===== config.mk =====
export PLATFORM = sky130hd
export DESIGN_NAME = hpe_queue
export DESIGN_NICKNAME = d
export VERILOG_FILES = /design/src/hw/rtl/hpe_pkg.sv /design/src/hw/rtl/hpe_queue.sv
export SDC_FILE = /design/constraint.sdc
export NUM_CORES = 1
export LEC_CHECK = 0
export BUFFER_PORTS_ARGS = -buffer_cell sky130_fd_sc_hd__buf_4
export CAP_MARGIN = 20
export CORE_MARGIN = 2
export CORE_UTILIZATION = 52
export CTS_CLUSTER_DIAMETER = 60
export CTS_CLUSTER_SIZE = 28
export DETAILED_ROUTE_END_ITERATION = 7
export GPL_TIMING_DRIVEN = 1
export HOLD_SLACK_MARGIN = 0.02
export PLACE_DENSITY_LB_ADDON = 0.12
export SETUP_SLACK_MARGIN = 0.5
export SYNTH_ARGS = -nofsm -noshare
export SYNTH_HDL_FRONTEND = slang
export SYNTH_SLANG_ARGS = --single-unit

===== constraint.sdc =====
create_clock -name clk_i -period 3.8 [get_ports clk_i]
set_clock_uncertainty 0.05 [all_clocks]
set_input_delay 0.76 -clock clk_i [delete_from_list [all_inputs] [get_ports clk_i]]
set_output_delay 0.76 -clock clk_i [all_outputs]
set_load 0.01 [all_outputs]

===== src/hw/rtl/hpe_pkg.sv =====
// Package: HPACK Huffman code tables and shared types.
package hpe_pkg;

  localparam int unsigned SymW   = 8;
  localparam int unsigned CodeW  = 30;
  localparam int unsigned LenW   = 5;
  localparam int unsigned AccW   = 37;
  localparam int unsigned CntW   = 6;
  localparam int unsigned QDepth = 2;

  typedef struct packed {
    logic [AccW-1:0] acc;
    logic [CntW-1:0] n;
    logic            fin;
  } work_t;

  function automatic logic [CodeW-1:0] code_lut(input logic [SymW-1:0] s);
    logic [CodeW-1:0] c;
    unique case (s)
      8'd0: c=30'h1ff8; 8'd1: c=30'h7fffd8; 8'd2: c=30'hfffffe2; 8'd3: c=30'hfffffe3;
      8'd4: c=30'hfffffe4; 8'd5: c=30'hfffffe5; 8'd6: c=30'hfffffe6; 8'd7: c=30'hfffffe7;
      8'd8: c=30'hfffffe8; 8'd9: c=30'hffffea; 8'd10: c=30'h3ffffffc; 8'd11: c=30'hfffffe9;
      8'd12: c=30'hfffffea; 8'd13: c=30'h3ffffffd; 8'd14: c=30'hfffffeb; 8'd15: c=30'hfffffec;
      8'd16: c=30'hfffffed; 8'd17: c=30'hfffffee; 8'd18: c=30'hfffffef; 8'd19: c=30'hffffff0;
      8'd20: c=30'hffffff1; 8'd21: c=30'hffffff2; 8'd22: c=30'h3ffffffe; 8'd23: c=30'hffffff3;
      8'd24: c=30'hffffff4; 8'd25: c=30'hffffff5; 8'd26: c=30'hffffff6; 8'd27: c=30'hffffff7;
      8'd28: c=30'hffffff8; 8'd29: c=30'hffffff9; 8'd30: c=30'hffffffa; 8'd31: c=30'hffffffb;
      8'd32: c=30'h14; 8'd33: c=30'h3f8; 8'd34: c=30'h3f9; 8'd35: c=30'hffa;
      8'd36: c=30'h1ff9; 8'd37: c=30'h15; 8'd38: c=30'hf8; 8'd39: c=30'h7fa;
      8'd40: c=30'h3fa; 8'd41: c=30'h3fb; 8'd42: c=30'hf9; 8'd43: c=30'h7fb;
      8'd44: c=30'hfa; 8'd45: c=30'h16; 8'd46: c=30'h17; 8'd47: c=30'h18;
      8'd48: c=30'h0; 8'd49: c=30'h1; 8'd50: c=30'h2; 8'd51: c=30'h19;
      8'd52: c=30'h1a; 8'd53: c=30'h1b; 8'd54: c=30'h1c; 8'd55: c=30'h1d;
      8'd56: c=30'h1e; 8'd57: c=30'h1f; 8'd58: c=30'h5c; 8'd59: c=30'hfb;
      8'd60: c=30'h7ffc; 8'd61: c=30'h20; 8'd62: c=30'hffb; 8'd63: c=30'h3fc;
      8'd64: c=30'h1ffa; 8'd65: c=30'h21; 8'd66: c=30'h5d; 8'd67: c=30'h5e;
      8'd68: c=30'h5f; 8'd69: c=30'h60; 8'd70: c=30'h61; 8'd71: c=30'h62;
      8'd72: c=30'h63; 8'd73: c=30'h64; 8'd74: c=30'h65; 8'd75: c=30'h66;
      8'd76: c=30'h67; 8'd77: c=30'h68; 8'd78: c=30'h69; 8'd79: c=30'h6a;
      8'd80: c=30'h6b; 8'd81: c=30'h6c; 8'd82: c=30'h6d; 8'd83: c=30'h6e;
      8'd84: c=30'h6f; 8'd85: c=30'h70; 8'd86: c=30'h71; 8'd87: c=30'h72;
      8'd88: c=30'hfc; 8'd89: c=30'h73; 8'd90: c=30'hfd; 8'd91: c=30'h1ffb;
      8'd92: c=30'h7fff0; 8'd93: c=30'h1ffc; 8'd94: c=30'h3ffc; 8'd95: c=30'h22;
      8'd96: c=30'h7ffd; 8'd97: c=30'h3; 8'd98: c=30'h23; 8'd99: c=30'h4;
      8'd100: c=30'h24; 8'd101: c=30'h5; 8'd102: c=30'h25; 8'd103: c=30'h26;
      8'd104: c=30'h27; 8'd105: c=30'h6; 8'd106: c=30'h74; 8'd107: c=30'h75;
      8'd108: c=30'h28; 8'd109: c=30'h29; 8'd110: c=30'h2a; 8'd111: c=30'h7;
      8'd112: c=30'h2b; 8'd113: c=30'h76; 8'd114: c=30'h2c; 8'd115: c=30'h8;
      8'd116: c=30'h9; 8'd117: c=30'h2d; 8'd118: c=30'h77; 8'd119: c=30'h78;
      8'd120: c=30'h79; 8'd121: c=30'h7a; 8'd122: c=30'h7b; 8'd123: c=30'h7ffe;
      8'd124: c=30'h7fc; 8'd125: c=30'h3ffd; 8'd126: c=30'h1ffd; 8'd127: c=30'hffffffc;
      8'd128: c=30'hfffe6; 8'd129: c=30'h3fffd2; 8'd130: c=30'hfffe7; 8'd131: c=30'hfffe8;
      8'd132: c=30'h3fffd3; 8'd133: c=30'h3fffd4; 8'd134: c=30'h3fffd5; 8'd135: c=30'h7fffd9;
      8'd136: c=30'h3fffd6; 8'd137: c=30'h7fffda; 8'd138: c=30'h7fffdb; 8'd139: c=30'h7fffdc;
      8'd140: c=30'h7fffdd; 8'd141: c=30'h7fffde; 8'd142: c=30'hffffeb; 8'd143: c=30'h7fffdf;
      8'd144: c=30'hffffec; 8'd145: c=30'hffffed; 8'd146: c=30'h3fffd7; 8'd147: c=30'h7fffe0;
      8'd148: c=30'hffffee; 8'd149: c=30'h7fffe1; 8'd150: c=30'h7fffe2; 8'd151: c=30'h7fffe3;
      8'd152: c=30'h7fffe4; 8'd153: c=30'h1fffdc; 8'd154: c=30'h3fffd8; 8'd155: c=30'h7fffe5;
      8'd156: c=30'h3fffd9; 8'd157: c=30'h7fffe6; 8'd158: c=30'h7fffe7; 8'd159: c=30'hffffef;
      8'd160: c=30'h3fffda; 8'd161: c=30'h1fffdd; 8'd162: c=30'hfffe9; 8'd163: c=30'h3fffdb;
      8'd164: c=30'h3fffdc; 8'd165: c=30'h7fffe8; 8'd166: c=30'h7fffe9; 8'd167: c=30'h1fffde;
      8'd168: c=30'h7fffea; 8'd169: c=30'h3fffdd; 8'd170: c=30'h3fffde; 8'd171: c=30'hfffff0;
      8'd172: c=30'h1fffdf; 8'd173: c=30'h3fffdf; 8'd174: c=30'h7fffeb; 8'd175: c=30'h7fffec;
      8'd176: c=30'h1fffe0; 8'd177: c=30'h1fffe1; 8'd178: c=30'h3fffe0; 8'd179: c=30'h1fffe2;
      8'd180: c=30'h7fffed; 8'd181: c=30'h3fffe1; 8'd182: c=30'h7fffee; 8'd183: c=30'h7fffef;
      8'd184: c=30'hfffea; 8'd185: c=30'h3fffe2; 8'd186: c=30'h3fffe3; 8'd187: c=30'h3fffe4;
      8'd188: c=30'h7ffff0; 8'd189: c=30'h3fffe5; 8'd190: c=30'h3fffe6; 8'd191: c=30'h7ffff1;
      8'd192: c=30'h3ffffe0; 8'd193: c=30'h3ffffe1; 8'd194: c=30'hfffeb; 8'd195: c=30'h7fff1;
      8'd196: c=30'h3fffe7; 8'd197: c=30'h7ffff2; 8'd198: c=30'h3fffe8; 8'd199: c=30'h1ffffec;
      8'd200: c=30'h3ffffe2; 8'd201: c=30'h3ffffe3; 8'd202: c=30'h3ffffe4; 8'd203: c=30'h7ffffde;
      8'd204: c=30'h7ffffdf; 8'd205: c=30'h3ffffe5; 8'd206: c=30'hfffff1; 8'd207: c=30'h1ffffed;
      8'd208: c=30'h7fff2; 8'd209: c=30'h1fffe3; 8'd210: c=30'h3ffffe6; 8'd211: c=30'h7ffffe0;
      8'd212: c=30'h7ffffe1; 8'd213: c=30'h3ffffe7; 8'd214: c=30'h7ffffe2; 8'd215: c=30'hfffff2;
      8'd216: c=30'h1fffe4; 8'd217: c=30'h1fffe5; 8'd218: c=30'h3ffffe8; 8'd219: c=30'h3ffffe9;
      8'd220: c=30'hffffffd; 8'd221: c=30'h7ffffe3; 8'd222: c=30'h7ffffe4; 8'd223: c=30'h7ffffe5;
      8'd224: c=30'hfffec; 8'd225: c=30'hfffff3; 8'd226: c=30'hfffed; 8'd227: c=30'h1fffe6;
      8'd228: c=30'h3fffe9; 8'd229: c=30'h1fffe7; 8'd230: c=30'h1fffe8; 8'd231: c=30'h7ffff3;
      8'd232: c=30'h3fffea; 8'd233: c=30'h3fffeb; 8'd234: c=30'h1ffffee; 8'd235: c=30'h1ffffef;
      8'd236: c=30'hfffff4; 8'd237: c=30'hfffff5; 8'd238: c=30'h3ffffea; 8'd239: c=30'h7ffff4;
      8'd240: c=30'h3ffffeb; 8'd241: c=30'h7ffffe6; 8'd242: c=30'h3ffffec; 8'd243: c=30'h3ffffed;
      8'd244: c=30'h7ffffe7; 8'd245: c=30'h7ffffe8; 8'd246: c=30'h7ffffe9; 8'd247: c=30'h7ffffea;
      8'd248: c=30'h7ffffeb; 8'd249: c=30'hffffffe; 8'd250: c=30'h7ffffec; 8'd251: c=30'h7ffffed;
      8'd252: c=30'h7ffffee; 8'd253: c=30'h7ffffef; 8'd254: c=30'h7fffff0;
      default: c=30'h3ffffee;
    endcase
    return c;
  endfunction

  localparam logic [LenW-1:0] LenRom [256] = '{
    13,23,28,28,28,28,28,28,28,24,30,28,28,30,28,28,
    28,28,28,28,28,28,30,28,28,28,28,28,28,28,28,28,
    6,10,10,12,13,6,8,11,10,10,8,11,8,6,6,6,
    5,5,5,6,6,6,6,6,6,6,7,8,15,6,12,10,
    13,6,7,7,7,7,7,7,7,7,7,7,7,7,7,7,
    7,7,7,7,7,7,7,7,8,7,8,13,19,13,14,6,
    15,5,6,5,6,5,6,6,6,5,7,7,6,6,6,5,
    6,7,6,5,5,6,7,7,7,7,7,15,11,14,13,28,
    20,22,20,20,22,22,22,23,22,23,23,23,23,23,24,23,
    24,24,22,23,24,23,23,23,23,21,22,23,22,23,23,24,
    22,21,20,22,22,23,23,21,23,22,22,24,21,22,23,23,
    21,21,22,21,23,22,23,23,20,22,22,22,23,22,22,23,
    26,26,20,19,22,23,22,25,26,26,26,27,27,26,24,25,
    19,21,26,27,27,26,27,24,21,21,26,26,28,27,27,27,
    20,24,20,21,22,21,21,23,22,22,25,25,24,24,26,23,
    26,27,26,26,27,27,27,27,27,28,27,27,27,27,27,26
  };

endpackage


===== src/hw/rtl/hpe_queue.sv =====
// Small FIFO of work entries between front and back.
module hpe_queue #(
  parameter int unsigned Depth = hpe_pkg::QDepth
) (
  input  logic           clk_i,
  input  logic           rst_ni,
  input  logic           push_i,
  input  hpe_pkg::work_t wdata_i,
  output logic           full_o,
  input  logic           pop_i,
  output logic           empty_o,
  output hpe_pkg::work_t rdata_o
);
  import hpe_pkg::*;
  localparam int unsigned PtrW = (Depth > 1) ? $clog2(Depth) : 1;

  work_t             mem_q [Depth];
  logic [PtrW-1:0]   wp_q, rp_q;
  logic [PtrW:0]     cnt_q;

  assign full_o  = cnt_q == (PtrW+1)'(Depth);
  assign empty_o = cnt_q == '0;
  assign rdata_o = mem_q[rp_q];

  always_ff @(posedge clk_i) begin
    if (push_i) mem_q[wp_q] <= wdata_i;
  end

  always_ff @(posedge clk_i or negedge rst_ni) begin
    if (!rst_ni) begin
      wp_q  <= '0;
      rp_q  <= '0;
      cnt_q <= '0;
    end else begin
      if (push_i) wp_q <= (wp_q == PtrW'(Depth-1)) ? '0 : wp_q + PtrW'(1);
      if (pop_i)  rp_q <= (rp_q == PtrW'(Depth-1)) ? '0 : rp_q + PtrW'(1);
      cnt_q <= cnt_q + (PtrW+1)'(push_i) - (PtrW+1)'(pop_i);
    end
  end

`ifndef SYNTHESIS
  a_no_underflow: assert property (@(posedge clk_i) disable iff (!rst_ni)
    pop_i |-> !empty_o) else $error("pop from empty queue");
  a_count: assert property (@(posedge clk_i) disable iff (!rst_ni)
    cnt_q <= (PtrW+1)'(Depth)) else $error("queue count overflow");
  a_cnt_step: assert property (@(posedge clk_i) disable iff (!rst_ni)
    push_i && !pop_i |=> cnt_q == $past(cnt_q) + (PtrW+1)'(1)) else $error("count step");
`endif
endmodule


==> results.json <==
{
  "power_density_mw_per_mm2": 714.4,
  "path_class": "reg -> out",
  "drt-total-wl_mm": 5.585,
  "postCtsHoldBufs": 0,
  "synth_fp_nets": 202,
  "clockRootBuffer": "clkbuf_8",
  "yosysMostFrequentCell": "edfxtp_1",
  "synth_edf_count": 88,
  "crit_path_top_delay_cell": "dfrtp_2",
  "ys_types": 13,
  "final_hold_viol_count": 0,
  "cp.arrival_ns": 1.77,
  "rsz0062_at_grt": "no",
  "hp-class": "in -> async",
  "core_area_mm2": 0.006719,
  "hpwl_mm": 3.809,
  "clk_path_buf_depth": 2,
  "diodes": 0,
  "fin_area_mm2": 0.004547,
  "critPathBufInv": 2,
  "grt_remaining_overflow": 0,
  "grt_start_max_net_pins": 45,
  "tightest_slew_ns": 0.7094,
  "ioPinCount": 94,
  "setup_violations": 0,
  "critPathTopFamily": "flip-flops",
  "max_stage_delay_ns": 0.52,
  "design_power_total_mw": 3.248,
  "cts.reportedPaths.clkPinSlew_ns": 0.09,
  "fp.dieH_um": 86.88,
  "netlist.area_leader.share_pct": 73.98,
  "nets": 306,
  "drv_cap": 0,
  "fp-row-count": 30,
  "worstSetupPathDepth": 3,
  "synth_cells": 152,
  "numCtsBuffers": 9,
  "wl_per_cell_um": 16.38,
  "ys_ff_latch": 92,
  "synth_compound_area_share_pct": 0,
  "synth_common_cells": "edfxtp_1 (88), mux2_4 (39), mux2_2 (5)",
  "syn-cell-area_mm2": 0.003572,
  "cp_max_fo": 19,
  "initial_core_util_pct": 53.17,
  "htreeDepth": 3,
  "fin_hold_ws_ns": 0.1489,
  "grt_antenna_before_repair": 0,
  "fmax_mhz": 388.3,
  "die_area_mm2": 0.007548,
  "layout-drive-gt1-share_pct": 60.54,
  "filler_cell_count": 489,
  "die_w_um": 86.88,
  "dr.first_iter.drc_count": 84,
  "grt_pass1_wl_mm": 8.362,
  "ys_warn_count": 0,
  "tns_ns": 0,
  "synthSimpleGateAreaFrac_pct": 0.6305,
  "outcome": "complete, no violations",
  "synth_mux_area_share_pct": 17.97,
  "yosysTopAreaCell": "edfxtp_1",
  "cts_resized": 0,
  "gp_congestion": 0.6814,
  "maxSlewHeadroom_pct": 52.61,
  "reg2regPathDepth": 2,
  "synthFlopType": "edfxtp_1",
  "post-cts-setup-buffers": 0,
  "synthTopCellsByArea": "edfxtp_1 (74%), mux2_4 (16%), dfrtp_1 (2.8%)",
  "fin_ws_ns": 1.225,
  "end_kind": "output pin",
  "io_buffers": 93,
  "syn_area_per_cell_um2": 23.50,
  "ys_seq_area_share_pct": 76.78,
  "fin_cells": 341,
  "synth_top_family_by_area": "multiplexers",
  "first_pass_iters": 3,
  "synthArstFlopShare_pct": 4.348,
  "ant_nets": 0,
  "post-route-drc-count": 0,
  "power_leakage_nw": 1.853,
  "clk_latency_ns": 0.33,
  "num_vias": 1703,
  "drt-vias-per-instance": 4.994,
  "cts_sinks": 92,
  "grt_use_total_pct": 15.21,
  "ir_worst_vdd_mv": 0.4346,
  "grt_pass1_vias": 1742,
  "slew_viol_final": 0,
  "place_inst": 324,
  "startpoint_type": "flip-flop",
  "synthXorXnorAreaFrac_pct": 1.156,
  "synth_fa_ha_area_share_pct": 0.7005,
  "post-place-ws_ns": 1.559,
  "placed_cell_area_mm2": 0.004319,
  "finalCritPeriodShare_pct": 67.77,
  "crit_chain": "buf_4 > mux2_2 > buf_4",
  "syn2layout_area_growth_pct": 27.29,
  "min_period_ns": 2.575,
  "cts_tree": "yes",
  "required_ns": 2.99,
  "final_util_pct": 67.67,
  "crit_top_cell": "buf_4"
}
[layout make-up]
class,count,area [µm²],share of cell area (%)
sequential,92,2744,60.35
timing repair buffer,98,748.2,16.46
multi-input combinational,53,739.5,16.26
clock buffer,11,131.4,2.889
tap,80,100.1,2.201
clock inverter,5,76.32,1.679
inverter,2,7.507,0.1651
[power by group]
| part | total (mW) | switching [mW] | internal [mW] |
|---|---|---|---|
| sequential | 1.43 | 0.0793 | 1.35 |
| combinational | 1.15 | 0.486 | 0.660 |
| clock | 0.676 | 0.308 | 0.368 |
| total | 3.25 | 0.872 | 2.38 |
[worst register-to-register path, stage by stage (launching register included)]
cell     delay [ns]
dfrtp_1        0.44
nor2b_4        0.59
buf_4          0.35
[placed cells by master, fill, tap and decap left out]
cell type   count
buf_4          97
edfxtp_1       88
mux2_4         39
clkbuf_8        9
mux2_2          5
dfrtp_1         3
inv_1           2
xor2_1          2
ha_1            2
bufinv_16       2
clkbuf_1        2
xor3_1          1
nor2b_4         1
nor2_1          1
nor2b_1         1
and2_2          1
clkinv_1        1
clkinv_2        1
clkinvlp_4      1
buf_12          1
dfrtp_2         1
[cell families (layout without fill, tap and decap cells)]
family / count (synthesis) / after routing
flip-flops: 92 / 92
multiplexers: 44 / 44
buffers and inverters: 7 / 116
AND/OR/NAND/NOR: 4 / 4
XOR/XNOR: 3 / 3
adder cells (fa/ha/maj): 2 / 2
[worst paths after layout]
kind | startpoint | to | slack, ns
setup / recovery | rp_q | rdata_o[39] | 1.22
hold / removal | rst_ni | cnt_q[1] | 0.15
setup reg to reg | wp_q | mem_q[0][18] | 2.07
hold reg to reg | wp_q | wp_q | 0.51
max in group asynchronous | rst_ni | rp_q | 3.43
min in group clk_i | wp_q | wp_q | 0.51
[layer usage]
metal / up-vias / track usage [%] / routed length [µm]
li1: 802 / - / -
met1: 839 / 18.27 / 2250
met2: 53 / 24.71 / 2883
met3: 9 / 5.213 / 369
met4: 0 / 7.244 / 81
met5: - / 0 / 0
[registers in the layout, indices dropped and copies added (netlist names)]
name   cells
cnt_q      2
mem_q     88
rp_q       1
wp_q       1
Note: power is estimated with default switching activity, not from simulation.
