**src/hw/rtl/hpe_pkg.sv**
```systemverilog
// Package: HPACK Huffman code tables and shared types.
package hpe_pkg;

  localparam int unsigned SymW   = 8;
  localparam int unsigned CodeW  = 30;
  localparam int unsigned LenW   = 5;
  localparam int unsigned AccW   = 37;
  localparam int unsigned CntW   = 6;
  localparam int unsigned QDepth = 2;

  typedef struct packed {
    logic [AccW-1:0] acc;
    logic [CntW-1:0] n;
    logic            fin;
  } work_t;

  function automatic logic [CodeW-1:0] code_lut(input logic [SymW-1:0] s);
    logic [CodeW-1:0] c;
    unique case (s)
      8'd0: c=30'h1ff8; 8'd1: c=30'h7fffd8; 8'd2: c=30'hfffffe2; 8'd3: c=30'hfffffe3;
      8'd4: c=30'hfffffe4; 8'd5: c=30'hfffffe5; 8'd6: c=30'hfffffe6; 8'd7: c=30'hfffffe7;
      8'd8: c=30'hfffffe8; 8'd9: c=30'hffffea; 8'd10: c=30'h3ffffffc; 8'd11: c=30'hfffffe9;
      8'd12: c=30'hfffffea; 8'd13: c=30'h3ffffffd; 8'd14: c=30'hfffffeb; 8'd15: c=30'hfffffec;
      8'd16: c=30'hfffffed; 8'd17: c=30'hfffffee; 8'd18: c=30'hfffffef; 8'd19: c=30'hffffff0;
      8'd20: c=30'hffffff1; 8'd21: c=30'hffffff2; 8'd22: c=30'h3ffffffe; 8'd23: c=30'hffffff3;
      8'd24: c=30'hffffff4; 8'd25: c=30'hffffff5; 8'd26: c=30'hffffff6; 8'd27: c=30'hffffff7;
      8'd28: c=30'hffffff8; 8'd29: c=30'hffffff9; 8'd30: c=30'hffffffa; 8'd31: c=30'hffffffb;
      8'd32: c=30'h14; 8'd33: c=30'h3f8; 8'd34: c=30'h3f9; 8'd35: c=30'hffa;
      8'd36: c=30'h1ff9; 8'd37: c=30'h15; 8'd38: c=30'hf8; 8'd39: c=30'h7fa;
      8'd40: c=30'h3fa; 8'd41: c=30'h3fb; 8'd42: c=30'hf9; 8'd43: c=30'h7fb;
      8'd44: c=30'hfa; 8'd45: c=30'h16; 8'd46: c=30'h17; 8'd47: c=30'h18;
      8'd48: c=30'h0; 8'd49: c=30'h1; 8'd50: c=30'h2; 8'd51: c=30'h19;
      8'd52: c=30'h1a; 8'd53: c=30'h1b; 8'd54: c=30'h1c; 8'd55: c=30'h1d;
      8'd56: c=30'h1e; 8'd57: c=30'h1f; 8'd58: c=30'h5c; 8'd59: c=30'hfb;
      8'd60: c=30'h7ffc; 8'd61: c=30'h20; 8'd62: c=30'hffb; 8'd63: c=30'h3fc;
      8'd64: c=30'h1ffa; 8'd65: c=30'h21; 8'd66: c=30'h5d; 8'd67: c=30'h5e;
      8'd68: c=30'h5f; 8'd69: c=30'h60; 8'd70: c=30'h61; 8'd71: c=30'h62;
      8'd72: c=30'h63; 8'd73: c=30'h64; 8'd74: c=30'h65; 8'd75: c=30'h66;
      8'd76: c=30'h67; 8'd77: c=30'h68; 8'd78: c=30'h69; 8'd79: c=30'h6a;
      8'd80: c=30'h6b; 8'd81: c=30'h6c; 8'd82: c=30'h6d; 8'd83: c=30'h6e;
      8'd84: c=30'h6f; 8'd85: c=30'h70; 8'd86: c=30'h71; 8'd87: c=30'h72;
      8'd88: c=30'hfc; 8'd89: c=30'h73; 8'd90: c=30'hfd; 8'd91: c=30'h1ffb;
      8'd92: c=30'h7fff0; 8'd93: c=30'h1ffc; 8'd94: c=30'h3ffc; 8'd95: c=30'h22;
      8'd96: c=30'h7ffd; 8'd97: c=30'h3; 8'd98: c=30'h23; 8'd99: c=30'h4;
      8'd100: c=30'h24; 8'd101: c=30'h5; 8'd102: c=30'h25; 8'd103: c=30'h26;
      8'd104: c=30'h27; 8'd105: c=30'h6; 8'd106: c=30'h74; 8'd107: c=30'h75;
      8'd108: c=30'h28; 8'd109: c=30'h29; 8'd110: c=30'h2a; 8'd111: c=30'h7;
      8'd112: c=30'h2b; 8'd113: c=30'h76; 8'd114: c=30'h2c; 8'd115: c=30'h8;
      8'd116: c=30'h9; 8'd117: c=30'h2d; 8'd118: c=30'h77; 8'd119: c=30'h78;
      8'd120: c=30'h79; 8'd121: c=30'h7a; 8'd122: c=30'h7b; 8'd123: c=30'h7ffe;
      8'd124: c=30'h7fc; 8'd125: c=30'h3ffd; 8'd126: c=30'h1ffd; 8'd127: c=30'hffffffc;
      8'd128: c=30'hfffe6; 8'd129: c=30'h3fffd2; 8'd130: c=30'hfffe7; 8'd131: c=30'hfffe8;
      8'd132: c=30'h3fffd3; 8'd133: c=30'h3fffd4; 8'd134: c=30'h3fffd5; 8'd135: c=30'h7fffd9;
      8'd136: c=30'h3fffd6; 8'd137: c=30'h7fffda; 8'd138: c=30'h7fffdb; 8'd139: c=30'h7fffdc;
      8'd140: c=30'h7fffdd; 8'd141: c=30'h7fffde; 8'd142: c=30'hffffeb; 8'd143: c=30'h7fffdf;
      8'd144: c=30'hffffec; 8'd145: c=30'hffffed; 8'd146: c=30'h3fffd7; 8'd147: c=30'h7fffe0;
      8'd148: c=30'hffffee; 8'd149: c=30'h7fffe1; 8'd150: c=30'h7fffe2; 8'd151: c=30'h7fffe3;
      8'd152: c=30'h7fffe4; 8'd153: c=30'h1fffdc; 8'd154: c=30'h3fffd8; 8'd155: c=30'h7fffe5;
      8'd156: c=30'h3fffd9; 8'd157: c=30'h7fffe6; 8'd158: c=30'h7fffe7; 8'd159: c=30'hffffef;
      8'd160: c=30'h3fffda; 8'd161: c=30'h1fffdd; 8'd162: c=30'hfffe9; 8'd163: c=30'h3fffdb;
      8'd164: c=30'h3fffdc; 8'd165: c=30'h7fffe8; 8'd166: c=30'h7fffe9; 8'd167: c=30'h1fffde;
      8'd168: c=30'h7fffea; 8'd169: c=30'h3fffdd; 8'd170: c=30'h3fffde; 8'd171: c=30'hfffff0;
      8'd172: c=30'h1fffdf; 8'd173: c=30'h3fffdf; 8'd174: c=30'h7fffeb; 8'd175: c=30'h7fffec;
      8'd176: c=30'h1fffe0; 8'd177: c=30'h1fffe1; 8'd178: c=30'h3fffe0; 8'd179: c=30'h1fffe2;
      8'd180: c=30'h7fffed; 8'd181: c=30'h3fffe1; 8'd182: c=30'h7fffee; 8'd183: c=30'h7fffef;
      8'd184: c=30'hfffea; 8'd185: c=30'h3fffe2; 8'd186: c=30'h3fffe3; 8'd187: c=30'h3fffe4;
      8'd188: c=30'h7ffff0; 8'd189: c=30'h3fffe5; 8'd190: c=30'h3fffe6; 8'd191: c=30'h7ffff1;
      8'd192: c=30'h3ffffe0; 8'd193: c=30'h3ffffe1; 8'd194: c=30'hfffeb; 8'd195: c=30'h7fff1;
      8'd196: c=30'h3fffe7; 8'd197: c=30'h7ffff2; 8'd198: c=30'h3fffe8; 8'd199: c=30'h1ffffec;
      8'd200: c=30'h3ffffe2; 8'd201: c=30'h3ffffe3; 8'd202: c=30'h3ffffe4; 8'd203: c=30'h7ffffde;
      8'd204: c=30'h7ffffdf; 8'd205: c=30'h3ffffe5; 8'd206: c=30'hfffff1; 8'd207: c=30'h1ffffed;
      8'd208: c=30'h7fff2; 8'd209: c=30'h1fffe3; 8'd210: c=30'h3ffffe6; 8'd211: c=30'h7ffffe0;
      8'd212: c=30'h7ffffe1; 8'd213: c=30'h3ffffe7; 8'd214: c=30'h7ffffe2; 8'd215: c=30'hfffff2;
      8'd216: c=30'h1fffe4; 8'd217: c=30'h1fffe5; 8'd218: c=30'h3ffffe8; 8'd219: c=30'h3ffffe9;
      8'd220: c=30'hffffffd; 8'd221: c=30'h7ffffe3; 8'd222: c=30'h7ffffe4; 8'd223: c=30'h7ffffe5;
      8'd224: c=30'hfffec; 8'd225: c=30'hfffff3; 8'd226: c=30'hfffed; 8'd227: c=30'h1fffe6;
      8'd228: c=30'h3fffe9; 8'd229: c=30'h1fffe7; 8'd230: c=30'h1fffe8; 8'd231: c=30'h7ffff3;
      8'd232: c=30'h3fffea; 8'd233: c=30'h3fffeb; 8'd234: c=30'h1ffffee; 8'd235: c=30'h1ffffef;
      8'd236: c=30'hfffff4; 8'd237: c=30'hfffff5; 8'd238: c=30'h3ffffea; 8'd239: c=30'h7ffff4;
      8'd240: c=30'h3ffffeb; 8'd241: c=30'h7ffffe6; 8'd242: c=30'h3ffffec; 8'd243: c=30'h3ffffed;
      8'd244: c=30'h7ffffe7; 8'd245: c=30'h7ffffe8; 8'd246: c=30'h7ffffe9; 8'd247: c=30'h7ffffea;
      8'd248: c=30'h7ffffeb; 8'd249: c=30'hffffffe; 8'd250: c=30'h7ffffec; 8'd251: c=30'h7ffffed;
      8'd252: c=30'h7ffffee; 8'd253: c=30'h7ffffef; 8'd254: c=30'h7fffff0;
      default: c=30'h3ffffee;
    endcase
    return c;
  endfunction

  localparam logic [LenW-1:0] LenRom [256] = '{
    13,23,28,28,28,28,28,28,28,24,30,28,28,30,28,28,
    28,28,28,28,28,28,30,28,28,28,28,28,28,28,28,28,
    6,10,10,12,13,6,8,11,10,10,8,11,8,6,6,6,
    5,5,5,6,6,6,6,6,6,6,7,8,15,6,12,10,
    13,6,7,7,7,7,7,7,7,7,7,7,7,7,7,7,
    7,7,7,7,7,7,7,7,8,7,8,13,19,13,14,6,
    15,5,6,5,6,5,6,6,6,5,7,7,6,6,6,5,
    6,7,6,5,5,6,7,7,7,7,7,15,11,14,13,28,
    20,22,20,20,22,22,22,23,22,23,23,23,23,23,24,23,
    24,24,22,23,24,23,23,23,23,21,22,23,22,23,23,24,
    22,21,20,22,22,23,23,21,23,22,22,24,21,22,23,23,
    21,21,22,21,23,22,23,23,20,22,22,22,23,22,22,23,
    26,26,20,19,22,23,22,25,26,26,26,27,27,26,24,25,
    19,21,26,27,27,26,27,24,21,21,26,26,28,27,27,27,
    20,24,20,21,22,21,21,23,22,22,25,25,24,24,26,23,
    26,27,26,26,27,27,27,27,27,28,27,27,27,27,27,26
  };

endpackage

```
**src/hw/rtl/hpe_back.sv**
```systemverilog
// Back end: emit one byte per cycle from a queued work entry while the output can advance.
module hpe_back (
  input  logic           clk_i,
  input  logic           rst_ni,
  input  logic           empty_i,
  input  hpe_pkg::work_t work_i,
  output logic           pop_o,
  output logic           out_valid_o,
  input  logic           out_ready_i,
  output logic [7:0]     out_byte_o,
  output logic           out_last_o
);
  import hpe_pkg::*;

  // rem: head entry bits left; popped on its final byte, or without one if it makes none.
  logic            busy_q;
  logic [CntW-1:0] rem_q;
  logic [CntW-1:0] rem;
  logic [AccW+7:0] ext;
  logic [7:0]      byte_v;
  logic            fin_byte, final_b, emit, take;
  logic            ov_q, ol_q;
  logic [7:0]      ob_q;

  assign rem  = busy_q ? rem_q : work_i.n;
  // Pad with ones below the accumulator so a short tail yields EOS fill.
  assign ext  = {work_i.acc, 8'hff};
  assign byte_v = 8'(ext >> rem);
  assign take  = !ov_q || out_ready_i;
  // final_b: this byte ends the entry.
  assign final_b  = work_i.fin ? (rem <= CntW'(8)) : (rem < CntW'(16));
  assign emit     = !empty_i && take && (rem >= CntW'(8) || (work_i.fin && rem != '0));
  assign fin_byte = work_i.fin && rem <= CntW'(8);
  assign pop_o    = !empty_i && take && (final_b || (!work_i.fin && rem < CntW'(8)));

  assign out_valid_o = ov_q;
  assign out_byte_o  = ob_q;
  assign out_last_o  = ol_q;

  always_ff @(posedge clk_i) begin
    if (emit) begin
      ob_q <= byte_v;
      ol_q <= fin_byte;
    end
  end

  always_ff @(posedge clk_i or negedge rst_ni) begin
    if (!rst_ni) begin
      busy_q <= 1'b0;
      rem_q  <= '0;
      ov_q   <= 1'b0;
    end else begin
      if (take) ov_q <= emit;
      if (pop_o) busy_q <= 1'b0;
      else if (emit) begin
        busy_q <= 1'b1;
        rem_q  <= rem - CntW'(8);
      end
    end
  end

`ifndef SYNTHESIS
  a_hold: assert property (@(posedge clk_i) disable iff (!rst_ni)
    ov_q && !out_ready_i |=> ov_q && $stable(ob_q)) else $error("output dropped");
  a_busy_nonempty: assert property (@(posedge clk_i) disable iff (!rst_ni)
    busy_q |-> !empty_i) else $error("busy without entry");
  a_pop_emits_last: assert property (@(posedge clk_i) disable iff (!rst_ni)
    pop_o && work_i.fin |-> emit && fin_byte) else $error("last entry popped without last byte");
`endif
endmodule

```
**config.mk**
```make
export PLATFORM = sky130hd
export DESIGN_NAME = hpe_back
export DESIGN_NICKNAME = d
export VERILOG_FILES = /design/src/hw/rtl/hpe_pkg.sv /design/src/hw/rtl/hpe_back.sv
export SDC_FILE = /design/constraint.sdc
export NUM_CORES = 1
export LEC_CHECK = 0
export ABC_AREA = 1
export BUFFER_PORTS_ARGS = -buffer_cell sky130_fd_sc_hd__buf_2
export CORE_MARGIN = 8
export CORE_UTILIZATION = 40
export CTS_BUF_LIST = sky130_fd_sc_hd__clkbuf_2 sky130_fd_sc_hd__clkbuf_4 sky130_fd_sc_hd__clkbuf_8
export CTS_CLUSTER_DIAMETER = 80
export DETAILED_ROUTE_END_ITERATION = 8
export GPL_ROUTABILITY_DRIVEN = 0
export GPL_TIMING_DRIVEN = 0
export PLACE_DENSITY = 0.66
export SYNTH_ARGS = -nofsm -noshare
export SYNTH_HDL_FRONTEND = slang
export SYNTH_SLANG_ARGS = --single-unit
```
**constraint.sdc**
```tcl
create_clock -name clk_i -period 3.4 [get_ports clk_i]
set_clock_uncertainty 0.05 [all_clocks]
set_input_delay 0.34 -clock clk_i [delete_from_list [all_inputs] [get_ports clk_i]]
set_output_delay 0.34 -clock clk_i [all_outputs]
set_load 0.02 [all_outputs]
```
==> results.txt <==
status: finished, final reports clean
antenna cells: 0
Layout Nets: 593
most common cell after layout, fill and taps aside: nand2_1
post-synth cell types: 32
RSZ-0062 raised after global routing: false
drc violations: 0
row count: 29
Post-synth EDFFs: 9
Chip Height: 97.6 microns
layout cells sized above 1: 20.8%
Initial DRC Count: 385
CP arrival: 2410 ps
Worst R2R Setup Slack: 880 ps
Worst-Margin Slew: 698 ps
Setup CP Type: reg -> out
fin. max-slew vios: 0
Via Count: 3483
Setup TNS: 0 ps
global-route wire length before repair: 15.9 mm
Post-Syn Nets: 529
pwr/cell area: 908 nW/um^2
H-Tree Depth: 1
P_leak: 1.70 nW
ys flop type: edfxtp_1
Seq cells post-synth: 17
clk root buf: clkbuf_8
final hold violation count: 0
syn_area_per_cell: 5.56 sq um
ys async rst share: 47.1%
I/O pins: 59
die extent in x: 97.6 microns
YS warnings: 0
# resized after CTS: 0
Critical Path End Type: output port
worst skew pair latency: 250 ps
CP Launch Type: register
cts bufs inserted: 3
fin crit period: 2800 ps
DP Wirelength: 7.71 mm
TritonCTS clock tree: yes
Rel. slew slack: 53.3%
Max Cap Viol: 0
VDD IR max: 0.420 mV
register area: 470 sq um
initial core utilization: 41.7%
WL/cell: 15.9 microns
area occupied by multi-input gates: 1860 sq um
P&R area growth vs syn: 16.7%
mapped cell area: 2660 sq um
post-route ant nets: 0
Cells after Synth: 479
initial antenna violation count: 0
Core Area: 6390 sq um
GRT Total Usage: 19.8%
Setup-failing EPs final: 0
worst-path fanout max: 10
GR Overflow Total: 0
register area share after synthesis: 17.7%
Reg clk slew, reported paths: 60 ps
Overall Power: 2.82 mW
pin count of the biggest net entering global routing: 11
die area: 9530 sq um
f_max: 0.357 GHz
vias in the first global route: 3310
via/cell ratio: 5.63
Routed WL: 9.83 mm
Data required, critical path: 3010 ps
clock net sink count: 17
Final period util: 82.3%
Bufs on Longest Clock Path: 2
Layout Utilization: 48.7%
1st-pass router iterations: 6
most frequent cells in the layout: 199 x nand2_1, 113 x nand3_1, 70 x buf_2
IO Port Bufs: 58
worst hold path type: in -> reg
Layout fillers: 714
## synth_stat cells (2+ instances only)
| master | instances | area share (%) |
|---|---|---|
| o21ai_4 | 2 | 1.2 |
| nor2_1 | 10 | 1.4 |
| o21ai_1 | 8 | 1.5 |
| nand2_2 | 6 | 1.4 |
| o211ai_1 | 4 | 1.1 |
| nand3_1 | 113 | 21 |
| ha_1 | 2 | 0.94 |
| o21ai_0 | 21 | 3.9 |
| buf_4 | 5 | 1.4 |
| dfrtp_1 | 8 | 7.5 |
| buf_2 | 12 | 2.3 |
| a21oi_1 | 9 | 1.7 |
| inv_2 | 6 | 0.85 |
| nand2_4 | 3 | 1.3 |
| buf_6 | 6 | 2.5 |
| o21ai_2 | 2 | 0.66 |
| nand2_1 | 199 | 28 |
| nand3b_1 | 4 | 1.1 |
| clkbuf_1 | 3 | 0.42 |
| nor2_2 | 2 | 0.47 |
| edfxtp_1 | 9 | 10 |
| nor3_2 | 3 | 1.1 |
| inv_1 | 33 | 4.7 |
## through the flow
| stage | instances | setup WS (ps) | area (sq um) | hold slack, ps |
|---|---|---|---|---|
| 3_5_place_dp | 614 | 878 | 3050 | 141 |
| 2_1_floorplan | 479 | 1190 | 2660 | -5.59 |
| 4_1_cts | 619 | 586 | 3110 | 228 |
| 6_report | 619 | 600 | 3110 | 230 |
| 3_3_place_gp | 614 | 908 | 3050 | 139 |
| 5_1_grt | 619 | 417 | 3110 | 237 |
## per-layer routing
metal / routed length (microns) / track usage, %
met5: 0 / 0
met4: 363 / 9.21
met3: 1110 / 3.27
met2: 4190 / 30.5
met1: 4170 / 26.0
## cell type report
class	count	area share [%]
Clock buffer	4	1.57
Inverter	40	4.99
Sequential cell	17	15.1
Multi-Input combinational cell	396	59.9
Timing Repair Buffer	59	9.66
Tap cell	77	3.10
Buffer	26	5.67
## critical path, stage by stage, from the launching register on
cell and delay [ps]:
dfrtp_1 370, buf_6 150, inv_6 90, nand2_1 70, nand2_2 160, clkbuf_1 440
ha_1 230, nand3_1 130, nand3_2 110, o21ai_4 110, nor3_2 110, buf_2 180
## logic make-up after synthesis
| kind of cell | count (synthesis) | share of synthesized area [%] |
|---|---|---|
| simple gates | 345 | 57.7 |
| buf+inv | 66 | 12.4 |
| compound gates | 48 | 10.9 |
| flops | 17 | 17.7 |
| fa+ha+maj | 2 | 0.939 |
| xor+xnor | 1 | 0.329 |
## path summary, 6_finish.rpt
check                                           from                       to  cells after the start
min in group asynchronous                     rst_ni     rem_q[5]$_DFFE_PN0P_                      2
worst min register to register  rem_q[2]$_DFFE_PN0P_     rem_q[2]$_DFFE_PN0P_                      2
max in group asynchronous                     rst_ni       busy_q$_DFFE_PN0P_                      2
worst min-delay path                     out_ready_i  out_valid_o$_DFFE_PN0N_                      2
worst max-delay path              busy_q$_DFFE_PN0P_                    pop_o                     11
worst max register to register    busy_q$_DFFE_PN0P_  out_byte_o[2]$_DFFE_PP_                     10
## flip-flops by register name, summed over array words and instances, names as in the netlist
register and flops:
out_byte_o 8, out_last_o 1, out_valid_o 1, rem_q 6, busy_q 1
## where the power goes
part	total, mW	leakage (nW)	internal [mW]	switching, mW
sequential	0.375	0.186	0.343	0.0319
combinational	2.29	1.49	0.739	1.56
clock	0.152	0.0262	0.0910	0.0615
## what timing repair did
action,in CTS,in global routing
endpoints found under the setup margin,0,0
buffers inserted,0,0
hold buffers,1,0
endpoints found under the hold margin,8,0
Power figures use the tool's default switching activity.
